==> src/hdl/ifd_pkg.sv <==
package ifd_pkg;

	// word and field widths
	localparam int BYTE_W   = 8;
	localparam int STATUS_W = 2;
	localparam int LEN_W    = 15;

	typedef logic [BYTE_W-1:0]   byte_t;
	typedef logic [STATUS_W-1:0] status_t;
	typedef logic [LEN_W-1:0]    len_t;

	// framing bytes
	localparam byte_t FLAG_BYTE = 8'h7E;
	localparam byte_t ESC_BYTE  = 8'h7D;
	localparam byte_t ESC_MASK  = 8'h20;
	localparam byte_t ADDR_A    = 8'h01;
	localparam byte_t ADDR_B    = 8'h03;

	// largest payload that is passed on
	localparam len_t MAX_PAYLOAD = 15'd16384;

	// end-of-frame status codes
	localparam status_t STAT_OK       = 2'd0;
	localparam status_t STAT_BAD_BCC2 = 2'd1;
	localparam status_t STAT_OVERFLOW = 2'd2;

endpackage

==> src/hdl/ifd_if.sv <==
// line byte channel
interface ifd_in_if;
	import ifd_pkg::*;
	logic  valid;
	logic  ready;
	byte_t rx_byte;

	modport source (output valid, output rx_byte, input ready);
	modport sink (input valid, input rx_byte, output ready);
endinterface

// payload and end-of-frame channel
interface ifd_out_if;
	import ifd_pkg::*;
	logic    valid;
	logic    ready;
	byte_t   payload_byte;
	logic    frame_end;
	status_t status;
	len_t    payload_length;

	modport source (output valid, output payload_byte, output frame_end, output status,
		output payload_length, input ready);
	modport sink (input valid, input payload_byte, input frame_end, input status,
		input payload_length, output ready);
endinterface

==> src/hdl/i_frame_deframer_with_destuffing.sv <==
// A line word is captured in the input stage (byte_s1), decoded against the frame state,
//   and its result is loaded into the output register, held there until taken.
// Takes one line word per cycle while the output register is empty or being taken.
// Reset: arst_n clears the frame state, the input and output valid flags and seq_q (0)
//   at once; in_ch.ready is already high while reset is held.
module i_frame_deframer_with_destuffing
	import ifd_pkg::*;
(
	input  logic             clk,
	input  logic             arst_n,
	input  logic             cfg_we,
	input  logic             cfg_wdata,
	ifd_in_if.sink           in_ch,
	ifd_out_if.source        out_ch
);

	localparam logic [2:0] ST_HUNT = 3'd0;
	localparam logic [2:0] ST_FLAG = 3'd1;
	localparam logic [2:0] ST_ADDR = 3'd2;
	localparam logic [2:0] ST_CTRL = 3'd3;
	localparam logic [2:0] ST_DATA = 3'd4;

	logic       seq_q;

	// input stage
	logic       valid_s1;
	byte_t      byte_s1;

	// frame state
	logic [2:0] state_q, state_n;
	logic       esc_q, esc_n;
	byte_t      addr_q, addr_n;
	byte_t      ctrl_q, ctrl_n;
	byte_t      held_q, held_n;
	logic       held_valid_q, held_valid_n;
	byte_t      xor_q, xor_n;
	len_t       count_q, count_n;
	logic       ovf_q, ovf_n;

	// result of the current word
	logic       res_valid;
	byte_t      res_byte;
	logic       res_end;
	status_t    res_status;
	len_t       res_len;
	byte_t      data_byte;

	// output register
	logic       out_valid_q;
	byte_t      out_byte_q;
	logic       out_end_q;
	status_t    out_status_q;
	len_t       out_len_q;

	logic       out_free;
	logic       proc;

	assign out_free    = !out_valid_q || out_ch.ready;
	assign proc        = valid_s1 && out_free;
	assign in_ch.ready = !valid_s1 || proc;

	// hold the sequence register
	always_ff @(posedge clk or negedge arst_n) begin
		if (!arst_n) begin
			seq_q <= 1'b0;
		end else if (cfg_we) begin
			seq_q <= cfg_wdata;
		end
	end

	// capture the line word
	always_ff @(posedge clk or negedge arst_n) begin
		if (!arst_n) begin
			valid_s1 <= 1'b0;
		end else if (in_ch.ready) begin
			valid_s1 <= in_ch.valid;
		end
	end

	always_ff @(posedge clk) begin
		if (in_ch.ready && in_ch.valid) begin
			byte_s1 <= in_ch.rx_byte;
		end
	end

	// decode one word against the frame state
	always_comb begin
		state_n      = state_q;
		esc_n        = esc_q;
		addr_n       = addr_q;
		ctrl_n       = ctrl_q;
		held_n       = held_q;
		held_valid_n = held_valid_q;
		xor_n        = xor_q;
		count_n      = count_q;
		ovf_n        = ovf_q;
		res_valid    = 1'b0;
		res_byte     = '0;
		res_end      = 1'b0;
		res_status   = STAT_OK;
		res_len      = '0;
		data_byte    = esc_q ? (byte_s1 ^ ESC_MASK) : byte_s1;

		case (state_q)
			ST_FLAG: begin
				if (byte_s1 == ADDR_A || byte_s1 == ADDR_B) begin
					addr_n  = byte_s1;
					state_n = ST_ADDR;
				end else if (byte_s1 != FLAG_BYTE) begin
					state_n = ST_HUNT;
				end
			end
			ST_ADDR: begin
				if (byte_s1 == {{(BYTE_W-1){1'b0}}, seq_q}) begin
					ctrl_n  = byte_s1;
					state_n = ST_CTRL;
				end else begin
					state_n = (byte_s1 == FLAG_BYTE) ? ST_FLAG : ST_HUNT;
				end
			end
			ST_CTRL: begin
				if (byte_s1 == (addr_q ^ ctrl_q)) begin
					esc_n        = 1'b0;
					held_n       = '0;
					held_valid_n = 1'b0;
					xor_n        = '0;
					count_n      = '0;
					ovf_n        = 1'b0;
					state_n      = ST_DATA;
				end else begin
					state_n = (byte_s1 == FLAG_BYTE) ? ST_FLAG : ST_HUNT;
				end
			end
			ST_DATA: begin
				if (byte_s1 == FLAG_BYTE) begin
					// closing flag: report unless an escape aborts the frame
					if (!esc_q) begin
						res_valid = 1'b1;
						res_end   = 1'b1;
						res_len   = count_q;
						if (ovf_q) begin
							res_status = STAT_OVERFLOW;
						end else if (!held_valid_q || held_q != xor_q) begin
							res_status = STAT_BAD_BCC2;
						end else begin
							res_status = STAT_OK;
						end
					end
					esc_n        = 1'b0;
					held_n       = '0;
					held_valid_n = 1'b0;
					xor_n        = '0;
					count_n      = '0;
					ovf_n        = 1'b0;
					state_n      = ST_FLAG;
				end else if (!esc_q && byte_s1 == ESC_BYTE) begin
					esc_n = 1'b1;
				end else begin
					// release the held word (or flag overflow at the bound), hold the new one
					esc_n = 1'b0;
					if (held_valid_q) begin
						if (count_q < MAX_PAYLOAD) begin
							res_valid = 1'b1;
							res_byte  = held_q;
							xor_n     = xor_q ^ held_q;
							count_n   = count_q + 15'd1;
						end else begin
							ovf_n = 1'b1;
						end
					end
					held_n       = data_byte;
					held_valid_n = 1'b1;
				end
			end
			default: begin
				state_n = (byte_s1 == FLAG_BYTE) ? ST_FLAG : ST_HUNT;
			end
		endcase
	end

	// advance the frame state
	always_ff @(posedge clk or negedge arst_n) begin
		if (!arst_n) begin
			state_q      <= ST_HUNT;
			esc_q        <= 1'b0;
			addr_q       <= '0;
			ctrl_q       <= '0;
			held_q       <= '0;
			held_valid_q <= 1'b0;
			xor_q        <= '0;
			count_q      <= '0;
			ovf_q        <= 1'b0;
		end else if (proc) begin
			state_q      <= state_n;
			esc_q        <= esc_n;
			addr_q       <= addr_n;
			ctrl_q       <= ctrl_n;
			held_q       <= held_n;
			held_valid_q <= held_valid_n;
			xor_q        <= xor_n;
			count_q      <= count_n;
			ovf_q        <= ovf_n;
		end
	end

	// load or drain the output register
	always_ff @(posedge clk or negedge arst_n) begin
		if (!arst_n) begin
			out_valid_q <= 1'b0;
		end else if (proc) begin
			out_valid_q <= res_valid;
		end else if (out_ch.ready) begin
			out_valid_q <= 1'b0;
		end
	end

	always_ff @(posedge clk) begin
		if (proc && res_valid) begin
			out_byte_q   <= res_byte;
			out_end_q    <= res_end;
			out_status_q <= res_status;
			out_len_q    <= res_len;
		end
	end

	assign out_ch.valid          = out_valid_q;
	assign out_ch.payload_byte   = out_byte_q;
	assign out_ch.frame_end      = out_end_q;
	assign out_ch.status         = out_status_q;
	assign out_ch.payload_length = out_len_q;

`ifndef ASSERT_OFF
	// payload words carry no status and no length
	a_payload_clean: assert property (@(posedge clk) disable iff (!arst_n)
		out_valid_q && !out_end_q |-> out_status_q == STAT_OK && out_len_q == '0)
		else $error("payload word with status or length");

	// count never passes the bound, and overflow only at the bound
	a_count_bound: assert property (@(posedge clk) disable iff (!arst_n)
		ovf_q |-> count_q == MAX_PAYLOAD)
		else $error("overflow set below the payload bound");

	// an escape is pending only inside a frame
	a_esc_in_data: assert property (@(posedge clk) disable iff (!arst_n)
		esc_q |-> state_q == ST_DATA)
		else $error("escape pending outside a frame");

	// a waiting result holds while the sink stalls
	a_out_hold: assert property (@(posedge clk) disable iff (!arst_n)
		out_valid_q && !out_ch.ready |=> out_valid_q && $stable(out_end_q)
			&& $stable(out_byte_q) && $stable(out_len_q))
		else $error("stalled result changed");
`endif

endmodule
==> src/flat_wrapper.sv <==
// flat-port wrapper written by rule: the top's interface ports become plain ports
module i_frame_deframer_with_destuffing_flat import ifd_pkg::*;
  (clk, arst_n, cfg_we, cfg_wdata, in_ch_valid, in_ch_rx_byte, in_ch_ready, out_ch_valid, out_ch_payload_byte, out_ch_frame_end, out_ch_status, out_ch_payload_length, out_ch_ready);
  ifd_in_if in_ch_i ();
  ifd_out_if out_ch_i ();
  input  logic clk;
  input  logic arst_n;
  input  logic cfg_we;
  input  logic cfg_wdata;
  input wire logic [$bits(in_ch_i.valid)-1:0] in_ch_valid;
  input wire logic [$bits(in_ch_i.rx_byte)-1:0] in_ch_rx_byte;
  output wire logic [$bits(in_ch_i.ready)-1:0] in_ch_ready;
  output wire logic [$bits(out_ch_i.valid)-1:0] out_ch_valid;
  output wire logic [$bits(out_ch_i.payload_byte)-1:0] out_ch_payload_byte;
  output wire logic [$bits(out_ch_i.frame_end)-1:0] out_ch_frame_end;
  output wire logic [$bits(out_ch_i.status)-1:0] out_ch_status;
  output wire logic [$bits(out_ch_i.payload_length)-1:0] out_ch_payload_length;
  input wire logic [$bits(out_ch_i.ready)-1:0] out_ch_ready;
  assign in_ch_i.valid = in_ch_valid;
  assign in_ch_i.rx_byte = in_ch_rx_byte;
  assign in_ch_ready = in_ch_i.ready;
  assign out_ch_valid = out_ch_i.valid;
  assign out_ch_payload_byte = out_ch_i.payload_byte;
  assign out_ch_frame_end = out_ch_i.frame_end;
  assign out_ch_status = out_ch_i.status;
  assign out_ch_payload_length = out_ch_i.payload_length;
  assign out_ch_i.ready = out_ch_ready;
  i_frame_deframer_with_destuffing u_core (.clk(clk), .arst_n(arst_n), .cfg_we(cfg_we), .cfg_wdata(cfg_wdata), .in_ch(in_ch_i), .out_ch(out_ch_i));
endmodule
==> config.mk <==
export PLATFORM = sky130hd
export DESIGN_NAME = i_frame_deframer_with_destuffing_flat
export DESIGN_NICKNAME = d
export VERILOG_FILES = /design/src/hdl/ifd_pkg.sv /design/src/hdl/ifd_if.sv /design/src/hdl/i_frame_deframer_with_destuffing.sv /design/src/flat_wrapper.sv
export SDC_FILE = /design/constraint.sdc
export NUM_CORES = 1
export LEC_CHECK = 0
export BUFFER_PORTS_ARGS = -buffer_cell sky130_fd_sc_hd__buf_2
export CAP_MARGIN = 30
export CORE_MARGIN = 2
export CORE_UTILIZATION = 59
export CTS_BUF_LIST = sky130_fd_sc_hd__clkbuf_2 sky130_fd_sc_hd__clkbuf_4 sky130_fd_sc_hd__clkbuf_8
export DETAILED_ROUTE_END_ITERATION = 16
export PLACE_DENSITY = 0.88
export SYNTH_ARGS = -nofsm -noshare
export SYNTH_HDL_FRONTEND = slang
export SYNTH_SLANG_ARGS = --single-unit
export TNS_END_PERCENT = 100
==> constraint.sdc <==
create_clock -name clk -period 3.3 [get_ports clk]
set_input_delay 0 -clock clk [delete_from_list [all_inputs] [get_ports clk]]
set_output_delay 0 -clock clk [all_outputs]
set_load 0.02 [all_outputs]
# After elaboration in Yosys (flattened, before gate mapping)
# Cells that the tools add are included.
[word_totals] register_bits=90 word_cells=116 output_inout_bits=28 in_bits=14
[classes] muxes=45 n_reduce_logical=25 addsub=1 order_cmp=1 bitwise=7 n_eq_ne=19
[ops] cell="$mux W15" count=5
[ops] cell="$mux W8" count=7
[ops] cell="$pmux W8 S2" count=2
[ops] cell="$pmux W15 S2" count=1
[ops] cell="$mux W1" count=19
[ops] cell="$eq A8 B7 Y1 const B" count=2
[ops] cell="$xor A8 B8 Y8" count=2
[ops] cell="$add A15 B1 Y15 const B" count=1
[ops] cell="$lt A15 B15 Y1 const B" count=1
[ops] cell="$mux W3" count=5
[ops] cell="$pmux W3 S4" count=1
[ops] cell="$reduce_and A3 Y1" count=4
[ops] cell="$reduce_and A6 Y1" count=2
[ops] cell="$ne A3 B1 Y1 const B" count=3
[ops] cell="$eq A8 B1 Y1" count=1
[ops] cell="$eq A8 B1 Y1 const B" count=1
[ops] cell="$eq A8 B2 Y1 const B" count=1
[ops] cell="$eq A8 B8 Y1" count=1
[ops] cell="$ne A8 B7 Y1 const B" count=1
[ops] cell="$ne A8 B8 Y1" count=1
[ops] cell="$eq A3 B2 Y1 const B" count=2
[ops] cell="$mux W6" count=1
[ops] cell="$ne A3 B2 Y1 const B" count=2
[ops] cell="$pmux W1 S2" count=3
[ops] cell="14 further kinds" count=29

# Depth between registers and ports, before layout
# Gate-level depths: netlist of run 1.
[logic_depth] depth_word=7 depth_mapped=7 ltp_nobuf=6

# Worst setup path after synthesis of run 1
# No wires, ideal clock.
[synth_timing] path_kind="reg-to-reg" startpoint="reg u_core.byte_s1[7]" endpoint="reg u_core.out_end_q, in the netlist u_core.out_ch.frame_end, enable pin" period_less_slack_ns=2.940 arrival_ns=2.531 setup_slack_ns=0.360 stages_incl_launch_ff=7 setup_ns=0.409 n_path_buf=1 t_required_ns=2.891 path_cell_list="edfxtp_1 nand2b_1 nor3_1 nor3b_1 buf_2 nor2_1 nor2_1"
[synth_between] elab_chain_len=6 elab_cells_between_ends=7 cone_classes="2 x eq/ne; 3 x mux; 2 x reduce/logical"
[synth_lines] element="from (decl)" line_no="i_frame_deframer_with_destuffing.sv:27" text="byte_t byte_s1;"
[synth_lines] element="from (signal assigned)" line_no="i_frame_deframer_with_destuffing.sv:82" text="byte_s1 <= in_ch.rx_byte;"
[synth_lines] element="$eq A8 B7 Y1" line_no="i_frame_deframer_with_destuffing.sv:156" text="end else if (!esc_q && byte_s1 == ESC_BYTE) begin"
[synth_lines] element="$logic_and A1 B1 Y1" line_no="i_frame_deframer_with_destuffing.sv:156"
[synth_lines] element="$mux W1" line_no="i_frame_deframer_with_destuffing.sv:156"
[synth_lines] element="$mux W1 *" line_no="i_frame_deframer_with_destuffing.sv:135" text="if (byte_s1 == FLAG_BYTE) begin"
[synth_lines] element="$mux W1 *" line_no="i_frame_deframer_with_destuffing.sv:104" text="case (state_q)"
[synth_lines] element="$logic_and A1 B1 Y1 *" line_no="i_frame_deframer_with_destuffing.sv:218" text="if (proc && res_valid) begin"
[synth_lines] element="to (signal assigned)" line_no="i_frame_deframer_with_destuffing.sv:220" text="out_end_q <= res_end;"
[synth_lines] element="to (decl)" line_no="i_frame_deframer_with_destuffing.sv:51" text="logic out_end_q;"
# Every way passes the cells marked *; elsewhere a longest branch is shown, timed or not.
# A chain may end at the register's enable or synchronous reset.

# Final worst setup path of run 1
[layout_timing] startpoint="reg u_core.byte_s1[0]" endpoint="reg u_core.out_len_q[3], in the netlist u_core.out_ch.payload_length[3], enable pin"
[layout_between] elab_chain_len=6 elab_cells_between_ends=7 cone_classes="2 x eq/ne; 3 x mux; 2 x reduce/logical"
[layout_lines] element="$eq A8 B7 Y1" line_no="i_frame_deframer_with_destuffing.sv:156"
[layout_lines] element="$logic_and A1 B1 Y1" line_no="i_frame_deframer_with_destuffing.sv:156"
[layout_lines] element="$mux W1" line_no="i_frame_deframer_with_destuffing.sv:156"
[layout_lines] element="$mux W1 *" line_no="i_frame_deframer_with_destuffing.sv:135"
[layout_lines] element="$mux W1 *" line_no="i_frame_deframer_with_destuffing.sv:104"
[layout_lines] element="$logic_and A1 B1 Y1 *" line_no="i_frame_deframer_with_destuffing.sv:218"
[layout_lines] element="to (signal assigned)" line_no="i_frame_deframer_with_destuffing.sv:222" text="out_len_q <= res_len;"
[layout_lines] element="to (decl)" line_no="i_frame_deframer_with_destuffing.sv:53" text="len_t out_len_q;"
# Marks and branches as above.

==> results.json, run 1 <==
{
  "ys_ff_latch": 90,
  "dp_hpwl_um": 5950,
  "rsz0062_at_grt": "no",
  "grt_first_pass_wirelength_um": 14400,
  "slew_headroom": 0.3856,
  "finClkSkew_ns": 0.008037,
  "seq_area_frac_synth": 0.5704,
  "yosys_warnings": 0,
  "setup_tns_ns": 0,
  "dr.pass1.iters": 7,
  "nNetsFinal": 430,
  "tritoncts": "yes",
  "p_sw_uw": 433.3,
  "core_mm2": 0.006869,
  "cts_hold_buf": 14,
  "initial_utilization": 0.6182,
  "internal-power_uw": 1650,
  "ys_top_cells_by_area": "dfrtp_1 (33%), edfxtp_1 (24%), xnor3_1 (4.2%)",
  "drive_above_1_share": 0.1976,
  "hold_violations": 0,
  "netlist.area_leader.share": 0.3300,
  "combPwrFrac": 0.040,
  "endpoint_kind": "flop",
  "yosysUniqueCellTypes": 57,
  "p_leak_uw": 0.002101,
  "cts.clk_slew.worst_paths_ns": 0.09,
  "hold_class": "in -> async",
  "tightest_slew_ns": 0.9145,
  "num_rows": 30,
  "drt_wl_total_um": 8830,
  "die_y_um": 88.84,
  "path_class": "reg -> reg",
  "syn_to_final_growth_pct": 15.79,
  "syn_area_mm2": 0.004247,
  "nFillCells": 468,
  "synth_fp_nets": 371,
  "clock-sinks": 90,
  "ctsLongestPathBuffers": 2,
  "setup_viol": 0,
  "post-cts-setup-buffer-count": 0,
  "peakVddDrop_mv": 0.3199,
  "p_per_area_mw_per_mm2": 423.6,
  "met3_usage": 0.04384,
  "post-route-min-period_ns": 2.568,
  "vias": 3119,
  "port_buffers": 41,
  "netlist_instances": 356,
  "fmax_mhz": 389.4,
  "status": "complete, no violations",
  "cts_resized": 0,
  "cts_buffers": 9,
  "grt_max_degree": 34,
  "p_seq_frac": 0.565,
  "gp_congestion": 0.9040,
  "drt_iter0_markers": 301,
  "layout.cells.non_filler": 516,
  "avgViaCountPerCell": 6.045,
  "synthArstFlopShare": 0.6222,
  "synth_edf_count": 34,
  "busiest_layer": "met2",
  "grt_util_all_layers": 0.2452,
  "grt_pass1_vias": 2925,
  "startpoint_type": "flop",
  "slew_viol_final": 0,
  "regArea_mm2": 0.002422,
  "p_sw_frac": 0.2080,
  "drtAntennaViolNets": 0,
  "crit_arrival_ns": 2.60,
  "holdWs_ns": 0.1329,
  "grt_overflow": 0,
  "insertion_delay_ns": 0.36,
  "power.share.clock": 0.395,
  "cp_max_fo": 26,
  "die-area_mm2": 0.007893,
  "synth_flop_cell": "dfrtp_1",
  "place_inst": 486,
  "synth_area_per_cell_um2": 11.93,
  "die_w_um": 88.84,
  "groute.layer.met2.usage": 0.3867,
  "antenna_found_initial": 0,
  "n_antenna_cell": 0,
  "wire_per_inst_um": 17.11,
  "htree_levels": 3,
  "boundaryPins": 42,
  "use_met1": 0.3367,
  "multi_input_area_mm2": 0.001722,
  "clock-root-buffer": "clkbuf_8",
  "critPathRequiredTime_ns": 3.33,
  "drc": 0,
  "synth_area_leader_cell": "dfrtp_1",
  "fin_crit_sh": 0.7783,
  "maxCapViolations": 0
}
## state kept, by name, indices dropped and copies added, names as in the netlist
signal                        flops
u_core.ovf_q                      1
u_core.out_ch.frame_end           1
u_core.out_ch.valid               1
u_core.ctrl_q                     8
u_core.held_valid_q               1
u_core.held_q                     8
u_core.out_ch.payload_byte        8
u_core.count_q                   15
u_core.valid_s1                   1
u_core.xor_q                      8
u_core.esc_q                      1
u_core.seq_q                      1
u_core.out_ch.status              2
u_core.state_q                    3
u_core.out_ch.payload_length     15
u_core.byte_s1                    8
u_core.addr_q                     8
## final timing paths
check / start / endpoint / slack [ns] / cells past startpoint
setup / recovery: u_core.byte_s1[0] / u_core.out_ch.payload_length[3] / 0.73 / 6
hold / removal: arst_n / u_core.ctrl_q[2] / 0.13 / 2
setup reg to reg: u_core.byte_s1[0] / u_core.out_ch.payload_length[3] / 0.73 / 6
hold reg to reg: u_core.addr_q[0] / u_core.addr_q[0] / 0.50 / 1
max in group asynchronous: arst_n / u_core.count_q[11] / 2.35 / 3
min in group clk: in_ch_rx_byte[7] / u_core.byte_s1[7] / 0.35 / 2
## power groups by stage
stage	logic, uW	clock network, uW	registers (uW)
6_report	83.7	822	1180
5_1_grt	91.5	877	1180
4_1_cts	83.6	826	1180
3_5_place_dp	69.1	0	1200
3_3_place_gp	67.7	0	1200
2_1_floorplan	41.4	0	1200
## placed cells by master (no fill, tap or decap), types with 7 or more instances in the layout
master	n
a21o_1	7
a21oi_1	13
a22o_1	8
a31oi_1	11
and2_1	28
buf_2	41
buf_4	10
clkbuf_8	9
dfrtp_1	56
dlygate4sd3_1	14
edfxtp_1	34
nand2_1	16
nand3_1	14
nand4_1	7
nor2_1	18
nor2b_1	14
nor3_1	10
nor4_1	7
o21ai_0	9
xnor3_1	8
## per-stage QoR
stage	cell area [um^2]	setup WS, ns	power [uW]	util
after global routing	4917	0.5385	2147	0.7158
after global placement	4559	0.9255	1267	0.6638
after detailed placement	4559	0.8039	1270	0.6638
after CTS	4917	0.7686	2086	0.7158
final	4917	0.7317	2083	0.7158
after floorplan	4247	0.3600	1237	-
## layout make-up
type,instances,share of cell area
repair buffers,65,0.08550
inverters,4,0.003053
flip-flops and latches,90,0.4926
well taps,96,0.02443
multi-input cells,245,0.3501
clock inverters,5,0.01603
clock buffers,11,0.02824
## logic make-up after synthesis
| logic type | Yosys count | synth area share |
|---|---|---|
| simple gates | 141 | 0.1859 |
| flops | 90 | 0.5704 |
| compound gates | 80 | 0.1397 |
| buf+inv | 21 | 0.02475 |
| xor+xnor | 18 | 0.06305 |
| mux | 5 | 0.01326 |
| fa+ha+maj | 1 | 0.002946 |
## synth_stat cells (9+ instances only)
library cell and number:
o21ai_0 9, nand3_1 14, nand2_1 16, nor3_1 10
and2_1 28, edfxtp_1 34, dfrtp_1 56, nor2_1 19
nor2b_1 14, a21oi_1 13, a31oi_1 11
## worst max-delay path: stages, from the launching register on
cell and delay, ns:
edfxtp_1 0.52, nand2b_1 0.27, a211oi_2 0.12, nor3_1 0.76
nor2_1 0.14, nor2_2 0.11, buf_4 0.31
## layer usage
| metal | part of all wire | vias up | wire length (um) |
|---|---|---|---|
| li1 | - | 1442 | - |
| met1 | 0.43 | 1492 | 3770 |
| met2 | 0.48 | 163 | 4268 |
| met3 | 0.070 | 22 | 621 |
| met4 | 0.019 | 0 | 170 |
| met5 | 0 | - | 0 |
Power figures use the tool's default switching activity.
==> inputs of run 2 (changes only) <==
==> constraint.sdc (replaced) <==
create_clock -name clk -period 2.5 [get_ports clk]
set_input_delay 0 -clock clk [delete_from_list [all_inputs] [get_ports clk]]
set_output_delay 0 -clock clk [all_outputs]
set_load 0.02 [all_outputs]
==> run 2 against run 1 <==
  * Final area rose by 2.2%
  * Die area did not move
  * Sequential cell count did not move
  * Critical endpoint is now u_core.count_q[9]
  * Setup slack got worse by 0.56 ns
  * Cell count rose by 1.9%
  * Sequential share of layout area fell by 1.1 points
  * Highest routed layer unchanged
  * Non-clock buffer count rose by 10
  * Clock power rose by 34%
  * Critical path depth did not move
  * Register-to-register slack got worse by 0.56 ns
==> results.json, run 2 (synthesis gave the netlist of run 1 again) <==
{
  "post-cts-setup-buffer-count": 0,
  "hold_violations": 0,
  "path_class": "reg -> reg",
  "cts_buffers": 9,
  "grt_first_pass_wirelength_um": 14980,
  "port_buffers": 41,
  "die-area_mm2": 0.007893,
  "r2r-end": "u_core.count_q[9]",
  "grt_util_all_layers": 0.2561,
  "wire_per_inst_um": 17.71,
  "cp_max_fo": 24,
  "maxCapViolations": 0,
  "drc": 0,
  "grt_pass1_vias": 2991,
  "fin_crit_sh": 0.9308,
  "core_mm2": 0.006869,
  "grt_overflow": 0,
  "setup_viol": 0,
  "drive_above_1_share": 0.2186,
  "dr.pass1.iters": 6,
  "reg2reg_slack_ns": 0.17,
  "peakVddDrop_mv": 0.4171,
  "avgViaCountPerCell": 6.143,
  "busiest_layer": "met2",
  "rsz0062_at_grt": "no",
  "htree_levels": 3,
  "boundaryPins": 42,
  "hold_class": "in -> async",
  "crit_start": "u_core.byte_s1[0]",
  "slowest_stage": "edfxtp_1",
  "path_cells": "buf_4 -> xnor3_1 -> nand4_1 -> o31ai_2 -> nand2_4 -> a211o_1",
  "gp_congestion": 0.8971,
  "tritoncts": "yes",
  "fmax_mhz": 429.8,
  "endpoint": "u_core.count_q[9]",
  "final_cell_mix": "dfrtp_1 (56), buf_2 (41), edfxtp_1 (34)",
  "p_leak_uw": 0.002153,
  "clock-root-buffer": "clkbuf_8",
  "insertion_delay_ns": 0.37,
  "drt_wl_total_um": 9315,
  "startpoint_type": "flop",
  "max_stage_delay_ns": 0.45,
  "multi_input_area_mm2": 0.001737,
  "die_y_um": 88.84,
  "p_per_area_mw_per_mm2": 552.1,
  "layout_commonest_cell": "dfrtp_1",
  "nFillCells": 454,
  "use_met1": 0.3545,
  "nNetsFinal": 440,
  "met3_usage": 0.04104,
  "n_antenna_cell": 0,
  "setup_tns_ns": 0,
  "slew_viol_final": 0,
  "antenna_found_initial": 0,
  "initial_utilization": 0.6182,
  "cts.clk_slew.worst_paths_ns": 0.09,
  "clock-sinks": 90,
  "die_w_um": 88.84,
  "drtAntennaViolNets": 0,
  "drt_iter0_markers": 322,
  "dp_hpwl_um": 6306,
  "slew_headroom": 0.5703,
  "regArea_mm2": 0.002422,
  "grt_max_degree": 35,
  "crit_arrival_ns": 2.58,
  "finClkSkew_ns": 0.01157,
  "fin_total_pwr_uw": 2776,
  "endpoint_kind": "flop",
  "tightest_slew_ns": 0.6407,
  "groute.layer.met2.usage": 0.4064,
  "ctsLongestPathBuffers": 2,
  "vias": 3231,
  "num_rows": 30,
  "regToRegStartpoint": "u_core.byte_s1[0]",
  "post-route-min-period_ns": 2.327,
  "r2r_cells": 6,
  "status": "complete, no violations",
  "critPathRequiredTime_ns": 2.75,
  "syn_to_final_growth_pct": 18.39
}
## run 2: changes by cell type in the layout (fill, tap and decap cells not counted), moves of 2 or more
cell,change
clkbuf_4,-2
inv_6,+2
clkinvlp_4,+2
buf_4,+9
clkinv_2,-2
## run 2: metrics by stage
stage          hold slack [ns]  std cells    util  cell area [um^2]  setup WS [ns]
2_1_floorplan          -0.2956        356       -              4254         0.2536
4_1_cts                 0.1390        526  0.7304              5017         0.1151
3_5_place_dp          0.007245        496  0.6772              4652         0.1400
5_1_grt                 0.1855        526  0.7319              5027        0.07109
3_3_place_gp         -0.002635        495  0.6761              4644         0.2120
6_report                0.1262        526  0.7319              5027         0.1731
## run 2: power breakdown
part	total (uW)	leakage (uW)	switching (uW)	internal (uW)
combinational	121	0.000974	60.9	60.2
clock	1100	0.000106	531	571
sequential	1550	0.00107	13.9	1540
## run 2: worst min-delay path by stage
stage	startpoint	end	slack [ns]	cells after the start
floorplan	arst_n	u_core.addr_q[0]	-0.30	0
global placement	arst_n	u_core.seq_q	-0.003	1
detailed placement	arst_n	u_core.state_q[2]	0.007	1
CTS	arst_n	u_core.seq_q	0.14	2
global route	arst_n	u_core.state_q[1]	0.19	2
finish	arst_n	u_core.state_q[1]	0.13	2
## run 2: what timing repair did
| item | in CTS | in global routing |
|---|---|---|
| hold endpoints to repair | 33 | 0 |
| setup endpoints to repair | 0 | 28 |
| gates resized for setup | 0 | 2 |
| hold buffers | 14 | 0 |
## run 2: routing by layer
layer / up-vias / part of all wire
met4: 0 / 0.030
met1: 1528 / 0.42
met3: 39 / 0.076
met2: 199 / 0.47
li1: 1465 / -
met5: - / 0
## run 2: layout make-up
cell class                      count  share of cell area
Tap cell                           96             0.02389
Sequential cell                    90              0.4818
Clock buffer                        9             0.02464
Inverter                            4            0.002987
Clock inverter                      7             0.02016
Multi-Input combinational cell    245              0.3454
Timing Repair Buffer               75              0.1010
## run 2: critical path: cells and delay by family (launching register included)
family / cells / cell delay [ns]
xor+xnor: 1 / 0.38
compound gates: 2 / 0.76
simple gates: 2 / 0.42
buf+inv: 1 / 0.19
flops: 1 / 0.45
